File: src/frsk_pkg.sv
`default_nettype none

package frsk_pkg;

  // Payload widths.
  localparam int BYTE_W    = 8;
  localparam int SAMPLE_W  = 16;
  localparam int LEVEL_W   = 11;
  localparam int COEF_W    = 16;
  localparam int FRAC_W    = 15;
  localparam int DRIFT_W   = 16;
  localparam int CFG_IDX_W = 1;
  localparam int CFG_DAT_W = 16;

  // The widest partial sum is 640 times the sum of the absolute coefficients,
  // which stays below 2^27, so 28 bits hold every sum without overflow.
  localparam int ACC_W = 28;

  localparam int COEF_COUNT = 42;

  // Register indexes of the configuration port.
  localparam logic [CFG_IDX_W-1:0] CFG_PERIOD = 1'b0;
  localparam logic [CFG_IDX_W-1:0] CFG_INSERT = 1'b1;

  // Symbol levels.
  localparam logic signed [LEVEL_W-1:0] LEVEL_POS_HI = 11'sd640;
  localparam logic signed [LEVEL_W-1:0] LEVEL_POS_LO = 11'sd213;
  localparam logic signed [LEVEL_W-1:0] LEVEL_NEG_LO = -11'sd213;
  localparam logic signed [LEVEL_W-1:0] LEVEL_NEG_HI = -11'sd640;

  localparam logic [1:0] DIBIT_POS_HI = 2'b11;
  localparam logic [1:0] DIBIT_POS_LO = 2'b10;
  localparam logic [1:0] DIBIT_NEG_LO = 2'b00;

  // State passed from the symbol sequencer to the filter chain.
  typedef struct packed {
    logic                      busy;
    logic                      last;
    logic signed [LEVEL_W-1:0] level;
  } frsk_step_t;

  function automatic logic signed [LEVEL_W-1:0] frsk_level(input logic [1:0] dibit);
    logic signed [LEVEL_W-1:0] lv;
    case (dibit)
      DIBIT_POS_HI: lv = LEVEL_POS_HI;
      DIBIT_POS_LO: lv = LEVEL_POS_LO;
      DIBIT_NEG_LO: lv = LEVEL_NEG_LO;
      default:      lv = LEVEL_NEG_HI;
    endcase
    return lv;
  endfunction

  // Root-raised-cosine taps in Q15; taps past the table are zero.
  function automatic logic signed [COEF_W-1:0] frsk_coef(input int idx);
    logic signed [COEF_W-1:0] c;
    case (idx)
      0:  c = 16'sd401;
      1:  c = 16'sd104;
      2:  c = -16'sd340;
      3:  c = -16'sd731;
      4:  c = -16'sd847;
      5:  c = -16'sd553;
      6:  c = 16'sd112;
      7:  c = 16'sd909;
      8:  c = 16'sd1472;
      9:  c = 16'sd1450;
      10: c = 16'sd683;
      11: c = -16'sd675;
      12: c = -16'sd2144;
      13: c = -16'sd3040;
      14: c = -16'sd2706;
      15: c = -16'sd770;
      16: c = 16'sd2667;
      17: c = 16'sd6995;
      18: c = 16'sd11237;
      19: c = 16'sd14331;
      20: c = 16'sd15464;
      21: c = 16'sd14331;
      22: c = 16'sd11237;
      23: c = 16'sd6995;
      24: c = 16'sd2667;
      25: c = -16'sd770;
      26: c = -16'sd2706;
      27: c = -16'sd3040;
      28: c = -16'sd2144;
      29: c = -16'sd675;
      30: c = 16'sd683;
      31: c = 16'sd1450;
      32: c = 16'sd1472;
      33: c = 16'sd909;
      34: c = 16'sd112;
      35: c = -16'sd553;
      36: c = -16'sd847;
      37: c = -16'sd731;
      38: c = -16'sd340;
      39: c = 16'sd104;
      40: c = 16'sd401;
      default: c = '0;
    endcase
    return c;
  endfunction

  // Floor shift by the fraction width, then saturate to the sample width.
  function automatic logic signed [SAMPLE_W-1:0] frsk_sat(input logic signed [ACC_W-1:0] acc);
    logic signed [ACC_W-1:0]    sh;
    logic signed [SAMPLE_W-1:0] y;
    sh = acc >>> FRAC_W;
    if ((&sh[ACC_W-1:SAMPLE_W-1]) || !(|sh[ACC_W-1:SAMPLE_W-1])) begin
      y = sh[SAMPLE_W-1:0];
    end else if (sh[ACC_W-1]) begin
      y = {1'b1, {(SAMPLE_W-1){1'b0}}};
    end else begin
      y = {1'b0, {(SAMPLE_W-1){1'b1}}};
    end
    return y;
  endfunction

endpackage

`default_nettype wire

File: src/frsk_if.sv
`default_nettype none

interface frsk_byte_if
  import frsk_pkg::*;
  ();
  logic              valid;
  logic              ready;
  logic [BYTE_W-1:0] data_byte;

  modport source (output valid, output data_byte, input ready);
  modport sink (input valid, input data_byte, output ready);
endinterface

interface frsk_sample_if
  import frsk_pkg::*;
  ();
  logic                       valid;
  logic                       ready;
  logic signed [SAMPLE_W-1:0] sample;
  logic                       last;

  modport source (output valid, output sample, output last, input ready);
  modport sink (input valid, input sample, input last, output ready);
endinterface

interface frsk_cfg_if
  import frsk_pkg::*;
  ();
  logic                 valid;
  logic                 ready;
  logic [CFG_IDX_W-1:0] index;
  logic [CFG_DAT_W-1:0] data;

  modport source (output valid, output index, output data, input ready);
  modport sink (input valid, input index, input data, output ready);
endinterface

`default_nettype wire

File: src/fourfsk_rrc_symbol_modulator.sv
// Path: a word accepted on byte_in_i waits in the hold register, moves to the byte
//   register, and its first sample is registered in cell zero for sample_out_o.
// Throughput: one sample per cycle from the single filter chain unless stalled;
//   4*SAMPLES_PER_SYMBOL samples per byte, one more or fewer on drift correction.
// Reset: rst_ni is asynchronous and active low; it clears the filter history,
//   the drift counter, the state and configuration registers and all valid flags.
`default_nettype none

module fourfsk_rrc_symbol_modulator
  import frsk_pkg::*;
#(
  parameter int TAPS               = 42,
  parameter int SAMPLES_PER_SYMBOL = 5
) (
  input  wire logic clk_i,
  input  wire logic rst_ni,
  frsk_byte_if.sink     byte_in_i,
  frsk_sample_if.source sample_out_o,
  frsk_cfg_if.sink      cfg_i
);

  // Configuration registers. The port never stalls; the user must send writes
  // only while the block is idle, which the block itself does not enforce.
  logic [DRIFT_W-1:0] period_q;
  logic               insert_q;

  assign cfg_i.ready = 1'b1;

  always_ff @(posedge clk_i or negedge rst_ni) begin
    if (!rst_ni) begin
      period_q <= '0;
      insert_q <= 1'b0;
    end else if (cfg_i.valid && cfg_i.ready) begin
      case (cfg_i.index)
        CFG_PERIOD: period_q <= cfg_i.data[DRIFT_W-1:0];
        CFG_INSERT: insert_q <= cfg_i.data[0];
        default: ;
      endcase
    end
  end

  // The sequencer buffers one incoming word, so a new byte is taken while the
  // current one is still being turned into samples.
  frsk_step_t step;
  logic       advance;
  logic       out_valid_q;
  logic       out_last_q;

  // The chain moves on only when a sample can go into the output register,
  // which is the register of the first cell.
  assign advance = step.busy && (!out_valid_q || sample_out_o.ready);

  frsk_seq #(
    .SAMPLES_PER_SYMBOL(SAMPLES_PER_SYMBOL)
  ) u_seq (
    .clk_i    (clk_i),
    .rst_ni   (rst_ni),
    .byte_in_i(byte_in_i),
    .advance_i(advance),
    .period_i (period_q),
    .insert_i (insert_q),
    .step_o   (step)
  );

  // Transposed filter: every cell sees the same level, and the partial sums
  // run from the far end of the chain towards cell zero. Cell k weights the
  // level with the tap that applies to a sample k steps old, so the register
  // of cell zero holds the full convolution of the newest sample.
  logic signed [ACC_W-1:0] part [TAPS+1];

  assign part[TAPS] = '0;

  for (genvar k = 0; k < TAPS; k++) begin : g_cell
    frsk_cell #(
      .COEF(frsk_coef(TAPS - 1 - k))
    ) u_cell (
      .clk_i  (clk_i),
      .rst_ni (rst_ni),
      .en_i   (advance),
      .level_i(step.level),
      .sum_i  (part[k+1]),
      .sum_o  (part[k])
    );
  end

  always_ff @(posedge clk_i or negedge rst_ni) begin
    if (!rst_ni) begin
      out_valid_q <= 1'b0;
      out_last_q  <= 1'b0;
    end else if (advance) begin
      out_valid_q <= 1'b1;
      out_last_q  <= step.last;
    end else if (sample_out_o.ready) begin
      out_valid_q <= 1'b0;
    end
  end

  assign sample_out_o.valid  = out_valid_q;
  assign sample_out_o.last   = out_last_q;
  assign sample_out_o.sample = frsk_sat(part[0]);

endmodule

`default_nettype wire

File: src/frsk_cell.sv
`default_nettype none

// One tap of the transposed filter: adds its own product to the partial sum
// handed over by the next cell and passes the result on.
module frsk_cell
  import frsk_pkg::*;
#(
  parameter logic signed [COEF_W-1:0] COEF = '0
) (
  input  wire logic                      clk_i,
  input  wire logic                      rst_ni,
  input  wire logic                      en_i,
  input  wire logic signed [LEVEL_W-1:0] level_i,
  input  wire logic signed [ACC_W-1:0]   sum_i,
  output      logic signed [ACC_W-1:0]   sum_o
);

  logic signed [LEVEL_W+COEF_W-1:0] prod;
  logic signed [ACC_W-1:0]          sum_d;
  logic signed [ACC_W-1:0]          sum_q;

  assign prod  = level_i * COEF;
  assign sum_d = sum_i + ACC_W'(prod);

  always_ff @(posedge clk_i or negedge rst_ni) begin
    if (!rst_ni) begin
      sum_q <= '0;
    end else if (en_i) begin
      sum_q <= sum_d;
    end
  end

  assign sum_o = sum_q;

endmodule

`default_nettype wire

File: src/frsk_seq.sv
`default_nettype none

// Holds one waiting word, walks the current byte's dibits one sample per step
// and applies the clock drift correction when a byte is loaded.
module frsk_seq
  import frsk_pkg::*;
#(
  parameter int SAMPLES_PER_SYMBOL = 5
) (
  input  wire logic               clk_i,
  input  wire logic               rst_ni,
  frsk_byte_if.sink               byte_in_i,
  input  wire logic               advance_i,
  input  wire logic [DRIFT_W-1:0] period_i,
  input  wire logic               insert_i,
  output      frsk_step_t         step_o
);

  localparam int BYTE_SAMPLES = 4 * SAMPLES_PER_SYMBOL;
  localparam int SUB_W = (SAMPLES_PER_SYMBOL > 1) ? $clog2(SAMPLES_PER_SYMBOL) : 1;
  localparam int CNT_W = $clog2(BYTE_SAMPLES + 2);

  logic              hold_valid_q, hold_valid_d;
  logic [BYTE_W-1:0] hold_byte_q;
  logic              busy_q, busy_d;
  logic [BYTE_W-1:0] byte_q, byte_d;
  logic [1:0]        sym_q, sym_d;
  logic [SUB_W-1:0]  sub_q, sub_d;
  logic [CNT_W-1:0]  left_q, left_d;
  logic [DRIFT_W-1:0] drift_q, drift_d;

  logic               is_last;
  logic               load;
  logic [DRIFT_W-1:0] drift_sum;
  logic               correct;
  logic [CNT_W-1:0]   count_new;

  assign is_last = (left_q == CNT_W'(1));
  assign load    = hold_valid_q && (!busy_q || (advance_i && is_last));

  assign byte_in_i.ready = !hold_valid_q;

  // Drift correction, decided once per byte at load time.
  always_comb begin
    drift_sum = drift_q + DRIFT_W'(BYTE_SAMPLES);
    correct   = (period_i != '0) && (drift_sum >= period_i);
    if (period_i == '0) begin
      drift_d = drift_q;
    end else if (correct) begin
      drift_d = drift_sum - period_i;
    end else begin
      drift_d = drift_sum;
    end
    if (!correct) begin
      count_new = CNT_W'(BYTE_SAMPLES);
    end else if (insert_i) begin
      count_new = CNT_W'(BYTE_SAMPLES + 1);
    end else begin
      count_new = CNT_W'(BYTE_SAMPLES - 1);
    end
  end

  always_comb begin
    hold_valid_d = hold_valid_q;
    busy_d       = busy_q;
    byte_d       = byte_q;
    sym_d        = sym_q;
    sub_d        = sub_q;
    left_d       = left_q;
    if (load) begin
      hold_valid_d = 1'b0;
    end
    if (byte_in_i.valid && byte_in_i.ready) begin
      hold_valid_d = 1'b1;
    end
    if (load) begin
      busy_d = 1'b1;
      byte_d = hold_byte_q;
      sym_d  = '0;
      sub_d  = '0;
      left_d = count_new;
    end else if (advance_i && busy_q) begin
      left_d = left_q - CNT_W'(1);
      if (is_last) begin
        busy_d = 1'b0;
      end
      if (sub_q == SUB_W'(SAMPLES_PER_SYMBOL - 1)) begin
        sub_d = '0;
        // The final dibit stays put so an inserted sample repeats its level.
        if (sym_q != 2'd3) begin
          sym_d  = sym_q + 2'd1;
          byte_d = {byte_q[BYTE_W-3:0], 2'b00};
        end
      end else begin
        sub_d = sub_q + SUB_W'(1);
      end
    end
  end

  always_ff @(posedge clk_i or negedge rst_ni) begin
    if (!rst_ni) begin
      hold_valid_q <= 1'b0;
      busy_q       <= 1'b0;
      sym_q        <= '0;
      sub_q        <= '0;
      left_q       <= '0;
      drift_q      <= '0;
    end else begin
      hold_valid_q <= hold_valid_d;
      busy_q       <= busy_d;
      sym_q        <= sym_d;
      sub_q        <= sub_d;
      left_q       <= left_d;
      if (load) begin
        drift_q <= drift_d;
      end
    end
  end

  always_ff @(posedge clk_i) begin
    byte_q <= byte_d;
    if (byte_in_i.valid && byte_in_i.ready) begin
      hold_byte_q <= byte_in_i.data_byte;
    end
  end

  assign step_o.busy  = busy_q;
  assign step_o.last  = is_last;
  assign step_o.level = frsk_level(byte_q[BYTE_W-1:BYTE_W-2]);

endmodule

`default_nettype wire

File: src/flat_wrapper.sv
// flat-port wrapper written by rule: the top's interface ports become plain ports
module fourfsk_rrc_symbol_modulator_flat import frsk_pkg::*;
#(
  parameter int TAPS               = 42,
  parameter int SAMPLES_PER_SYMBOL = 5
)
  (clk_i, rst_ni, byte_in_i_valid, byte_in_i_data_byte, byte_in_i_ready, sample_out_o_valid, sample_out_o_sample, sample_out_o_last, sample_out_o_ready, cfg_i_valid, cfg_i_index, cfg_i_data, cfg_i_ready);
  frsk_byte_if byte_in_i_i ();
  frsk_sample_if sample_out_o_i ();
  frsk_cfg_if cfg_i_i ();
  input  wire logic clk_i;
  input  wire logic rst_ni;
  input wire logic [$bits(byte_in_i_i.valid)-1:0] byte_in_i_valid;
  input wire logic [$bits(byte_in_i_i.data_byte)-1:0] byte_in_i_data_byte;
  output wire logic [$bits(byte_in_i_i.ready)-1:0] byte_in_i_ready;
  output wire logic [$bits(sample_out_o_i.valid)-1:0] sample_out_o_valid;
  output wire logic [$bits(sample_out_o_i.sample)-1:0] sample_out_o_sample;
  output wire logic [$bits(sample_out_o_i.last)-1:0] sample_out_o_last;
  input wire logic [$bits(sample_out_o_i.ready)-1:0] sample_out_o_ready;
  input wire logic [$bits(cfg_i_i.valid)-1:0] cfg_i_valid;
  input wire logic [$bits(cfg_i_i.index)-1:0] cfg_i_index;
  input wire logic [$bits(cfg_i_i.data)-1:0] cfg_i_data;
  output wire logic [$bits(cfg_i_i.ready)-1:0] cfg_i_ready;
  assign byte_in_i_i.valid = byte_in_i_valid;
  assign byte_in_i_i.data_byte = byte_in_i_data_byte;
  assign byte_in_i_ready = byte_in_i_i.ready;
  assign sample_out_o_valid = sample_out_o_i.valid;
  assign sample_out_o_sample = sample_out_o_i.sample;
  assign sample_out_o_last = sample_out_o_i.last;
  assign sample_out_o_i.ready = sample_out_o_ready;
  assign cfg_i_i.valid = cfg_i_valid;
  assign cfg_i_i.index = cfg_i_index;
  assign cfg_i_i.data = cfg_i_data;
  assign cfg_i_ready = cfg_i_i.ready;
  fourfsk_rrc_symbol_modulator #(.TAPS(TAPS), .SAMPLES_PER_SYMBOL(SAMPLES_PER_SYMBOL)) u_core (.clk_i(clk_i), .rst_ni(rst_ni), .byte_in_i(byte_in_i_i), .sample_out_o(sample_out_o_i), .cfg_i(cfg_i_i));
endmodule
File: config.mk
export PLATFORM = sky130hd
export DESIGN_NAME = fourfsk_rrc_symbol_modulator_flat
export DESIGN_NICKNAME = d
export VERILOG_FILES = /design/src/frsk_pkg.sv /design/src/frsk_if.sv /design/src/fourfsk_rrc_symbol_modulator.sv /design/src/frsk_cell.sv /design/src/frsk_seq.sv /design/src/flat_wrapper.sv
export SDC_FILE = /design/constraint.sdc
export NUM_CORES = 2
export LEC_CHECK = 0
export BUFFER_PORTS_ARGS = -buffer_cell sky130_fd_sc_hd__buf_2
export CAP_MARGIN = 20
export CORE_UTILIZATION = 40
export DETAILED_ROUTE_END_ITERATION = 12
export PLACE_DENSITY = 0.61
export SLEW_MARGIN = 0
export SYNTH_ARGS = -nofsm -noshare
export SYNTH_HDL_FRONTEND = slang
export SYNTH_SLANG_ARGS = --single-unit
export TNS_END_PERCENT = 5
File: constraint.sdc
create_clock -name clk_i -period 16.3 [get_ports clk_i]
set_input_delay 0.815 -clock clk_i [delete_from_list [all_inputs] [get_ports clk_i]]
set_output_delay 0.815 -clock clk_i [all_outputs]
set_load 0.005 [all_outputs]
==> summary.txt <==
final net count -> 11730
CTS Hold Bufs -> 1
postcts setup bufs -> 0
ys async rst share -> 98.65%
core region area -> 224900 um^2
total CTS buffers -> 149
Sink Count -> 1185
placed cells -> 13410
Die X -> 477.7 um
CTS root buffer -> clkbuf_16
Setup TNS Final -> 0 ps
Crit-path slowest cell -> ha_2
H-Tree Depth -> 4
Yosys reg bits -> 1185
proportion of layout cells with a drive suffix above 1 -> 4.715%
Pwr Density -> 243.6 nW/um^2
Layout Cells excl Fill -> 13680
mux share of post-synthesis cell area -> 0.3470%
total power -> 24.17 mW
synthesized net count -> 11760
IO Port Bufs -> 48
largest family of logic cells by synthesized area -> compound AO/OA/AOI/OAI gates
Placed Area -> 94030 um^2
complex-gate fraction of the synthesized area -> 22.99%
synthesized area -> 90500 um^2
post-layout util -> 44.11%
Critical Path RT -> 16950 ps
pin count of the biggest net entering global routing -> 269
first-pass GRT wire length -> 428300 um
setup violators final -> 0
status -> complete, no violations
final hold violations -> 0
Starting DRT DRC Count -> 5323
Reg clk slew, reported paths -> 60 ps
CP max FO -> 43
dpl ws -> 8184 ps
total gr overflow -> 0
via density per instance -> 5.583
main area contributors after synthesis -> dfrtp_1, ha_1, nand2_1, o21ai_0, xnor2_1
WS Path Type -> reg2reg
cell mode on critical path -> ha_1
Worst Tran Pin Value -> 1122 ps
Multi-input gate area -> 58340 um^2
Min Hold Slack -> 183.6 ps
Die Ht -> 477.7 um
via count -> 76390
Yosys warning count -> 0
Startpoint Class -> register
clock latency on the worst-skew pair -> 830 ps
Synth Area in XOR/XNOR -> 9.862%
crit share post-route -> 50.43%
Starting Density -> 40.24%
Slew Limit Fails -> 0
maxcap violations -> 0
Syn-to-layout area delta -> 9.606%
post-synthesis cell count -> 10600
CTS max path bufs -> 3
DR pass1 iterations -> 6
area of the die -> 228200 um^2
Finished Cell Area -> 99190 um^2
top cell type by total area after synthesis -> dfrtp_1
layout filler cell count -> 21930
CP max stage delay -> 780 ps
leak pwr -> 46.67 nW
storage element area -> 29730 um^2
initial antenna violation count -> 4
io pins -> 50
Routed WL per cell -> 19.75 um
Final WS setup -> 8080 ps
post-synthesis sequential area ratio -> 32.85%
f_max -> 121.7 MHz
Post-DRT Antenna Nets -> 0
CTS tree -> yes
min-delay worst type -> in2reg
Setup crit end kind -> register
Final Skew -> 40.07 ps
vias in the first global route -> 75820
post-cts repair resize count -> 0
post-synth top area share -> 32.32%
number of synthesized flops with an enable pin -> 16
final wirelength -> 270200 um
DRC -> 0
row count -> 174
Rel. slew slack -> 24.66%
Final GP Congestion -> 0.9323
Total GRT Usage -> 23.51%
VDD IR max -> 0.1183 mV
Post-Synth Simple-Gate Area -> 15.21%
Detailed Place HPWL -> 198100 um
RSZ-0062 raised after global routing -> false
ys flop type -> dfrtp_1
Data arrival, critical path -> 8870 ps
Synth Area in Adders -> 15.99%
Synth Area per Inst -> 8.536 um^2
Tmin final -> 8220 ps
number of distinct library cells after synthesis -> 92
path summary, 6_finish.rpt:
path                                                         from                                  to  slack, ps  depth (start not counted)
max in group asynchronous                                  rst_ni  u_core.g_cell[10].u_cell.sum_o[25]      11940                          6
worst min register to register  u_core.g_cell[36].u_cell.sum_o[0]   u_core.g_cell[35].u_cell.sum_o[0]        460                          2
worst max register to register             u_core.u_seq.byte_q[6]  u_core.g_cell[25].u_cell.sum_o[26]       8080                         28
worst min-delay path                       byte_in_i_data_byte[6]         u_core.u_seq.hold_byte_q[6]        180                          1
worst max-delay path                       u_core.u_seq.byte_q[6]  u_core.g_cell[25].u_cell.sum_o[26]       8080                         28
min in group asynchronous                                  rst_ni             u_core.u_seq.drift_q[9]        580                          2
logic make-up after synthesis:
group / after synthesis
compound gates: 3408
xor+xnor: 1019
fa+ha+maj: 1132
buf+inv: 653
flops: 1185
mux: 29
other cells: 1
simple gates: 3175
registers in the layout, summed over array words and instances (netlist names):
| signal | flops |
|---|---|
| u_core.g_cell.u_cell.sum_o | 1122 |
| u_core.insert_q | 1 |
| u_core.period_q | 16 |
| u_core.sample_out_o.last | 1 |
| u_core.sample_out_o.valid | 1 |
| u_core.u_seq.busy_q | 1 |
| u_core.u_seq.byte_q | 8 |
| u_core.u_seq.drift_q | 16 |
| u_core.u_seq.hold_byte_q | 8 |
| u_core.u_seq.hold_valid_q | 1 |
| u_core.u_seq.left_q | 5 |
| u_core.u_seq.sub_q | 3 |
| u_core.u_seq.sym_q | 2 |
cell usage after synthesis (43+ instances only):
cell type	number
dfrtp_1	1169
a21oi_1	797
nor2_1	481
xnor2_1	546
nand3_1	167
a211oi_1	85
a21o_1	405
a31oi_1	108
or3_1	51
nand4_1	43
nor2b_1	81
nor3_1	149
and2_1	43
o21a_1	105
o21bai_1	154
o211ai_1	56
clkbuf_1	302
nand2b_1	110
and3_1	60
inv_1	320
o21ai_1	51
o31ai_1	75
xor2_1	473
o21ai_0	1232
ha_1	1091
nand2_1	1855
final cells by class:
type,instances,area share [%]
antenna,1,0.002523
clock buffer,213,4.422
clock inverter,60,0.7303
inverter,326,1.236
multi-input combinational,8764,58.81
sequential,1185,29.98
tap,2992,3.774
timing repair buffer,142,1.044
worst max-delay path, delay by kind of cell, from the launching register on:
kind | cells | cell delay [ps]
flops | 1 | 490
compound gates | 11 | 2370
xor+xnor | 3 | 550
simple gates | 3 | 460
fa+ha+maj | 6 | 2490
buf+inv | 5 | 1640
cell usage in the layout, fill, tap and decap left out, drive strengths merged, types with 213 or more instances in the layout:
cell type	netlist	layout
clkbuf	302	213
nor2	481	481
nand2	1855	1855
o21ai	1283	1283
dfrtp	1169	1169
xor2	473	473
ha	1091	1091
a21o	405	405
xnor2	546	546
a21oi	802	802
inv	321	330
per-layer routing:
metal / up-vias / wire, um / GRT usage (%) / part of all wire [%]
li1: 37720 / - / - / -
met1: 36640 / 123300 / 30.87 / 46
met2: 1561 / 125900 / 39.44 / 47
met3: 466 / 10850 / 3.118 / 4.0
met4: 0 / 10150 / 8.343 / 3.8
met5: - / 0 / 0 / 0
where the power goes:
part           switching (mW)  internal [mW]  total [mW]  leakage, nW
registers                1.09           4.42        5.51         14.4
logic                    8.90           6.27        15.2         29.8
clock network            1.40           2.08        3.49         2.52
total                    11.4           12.8        24.2         46.7
No activity file was read; power rests on OpenSTA's default activity.
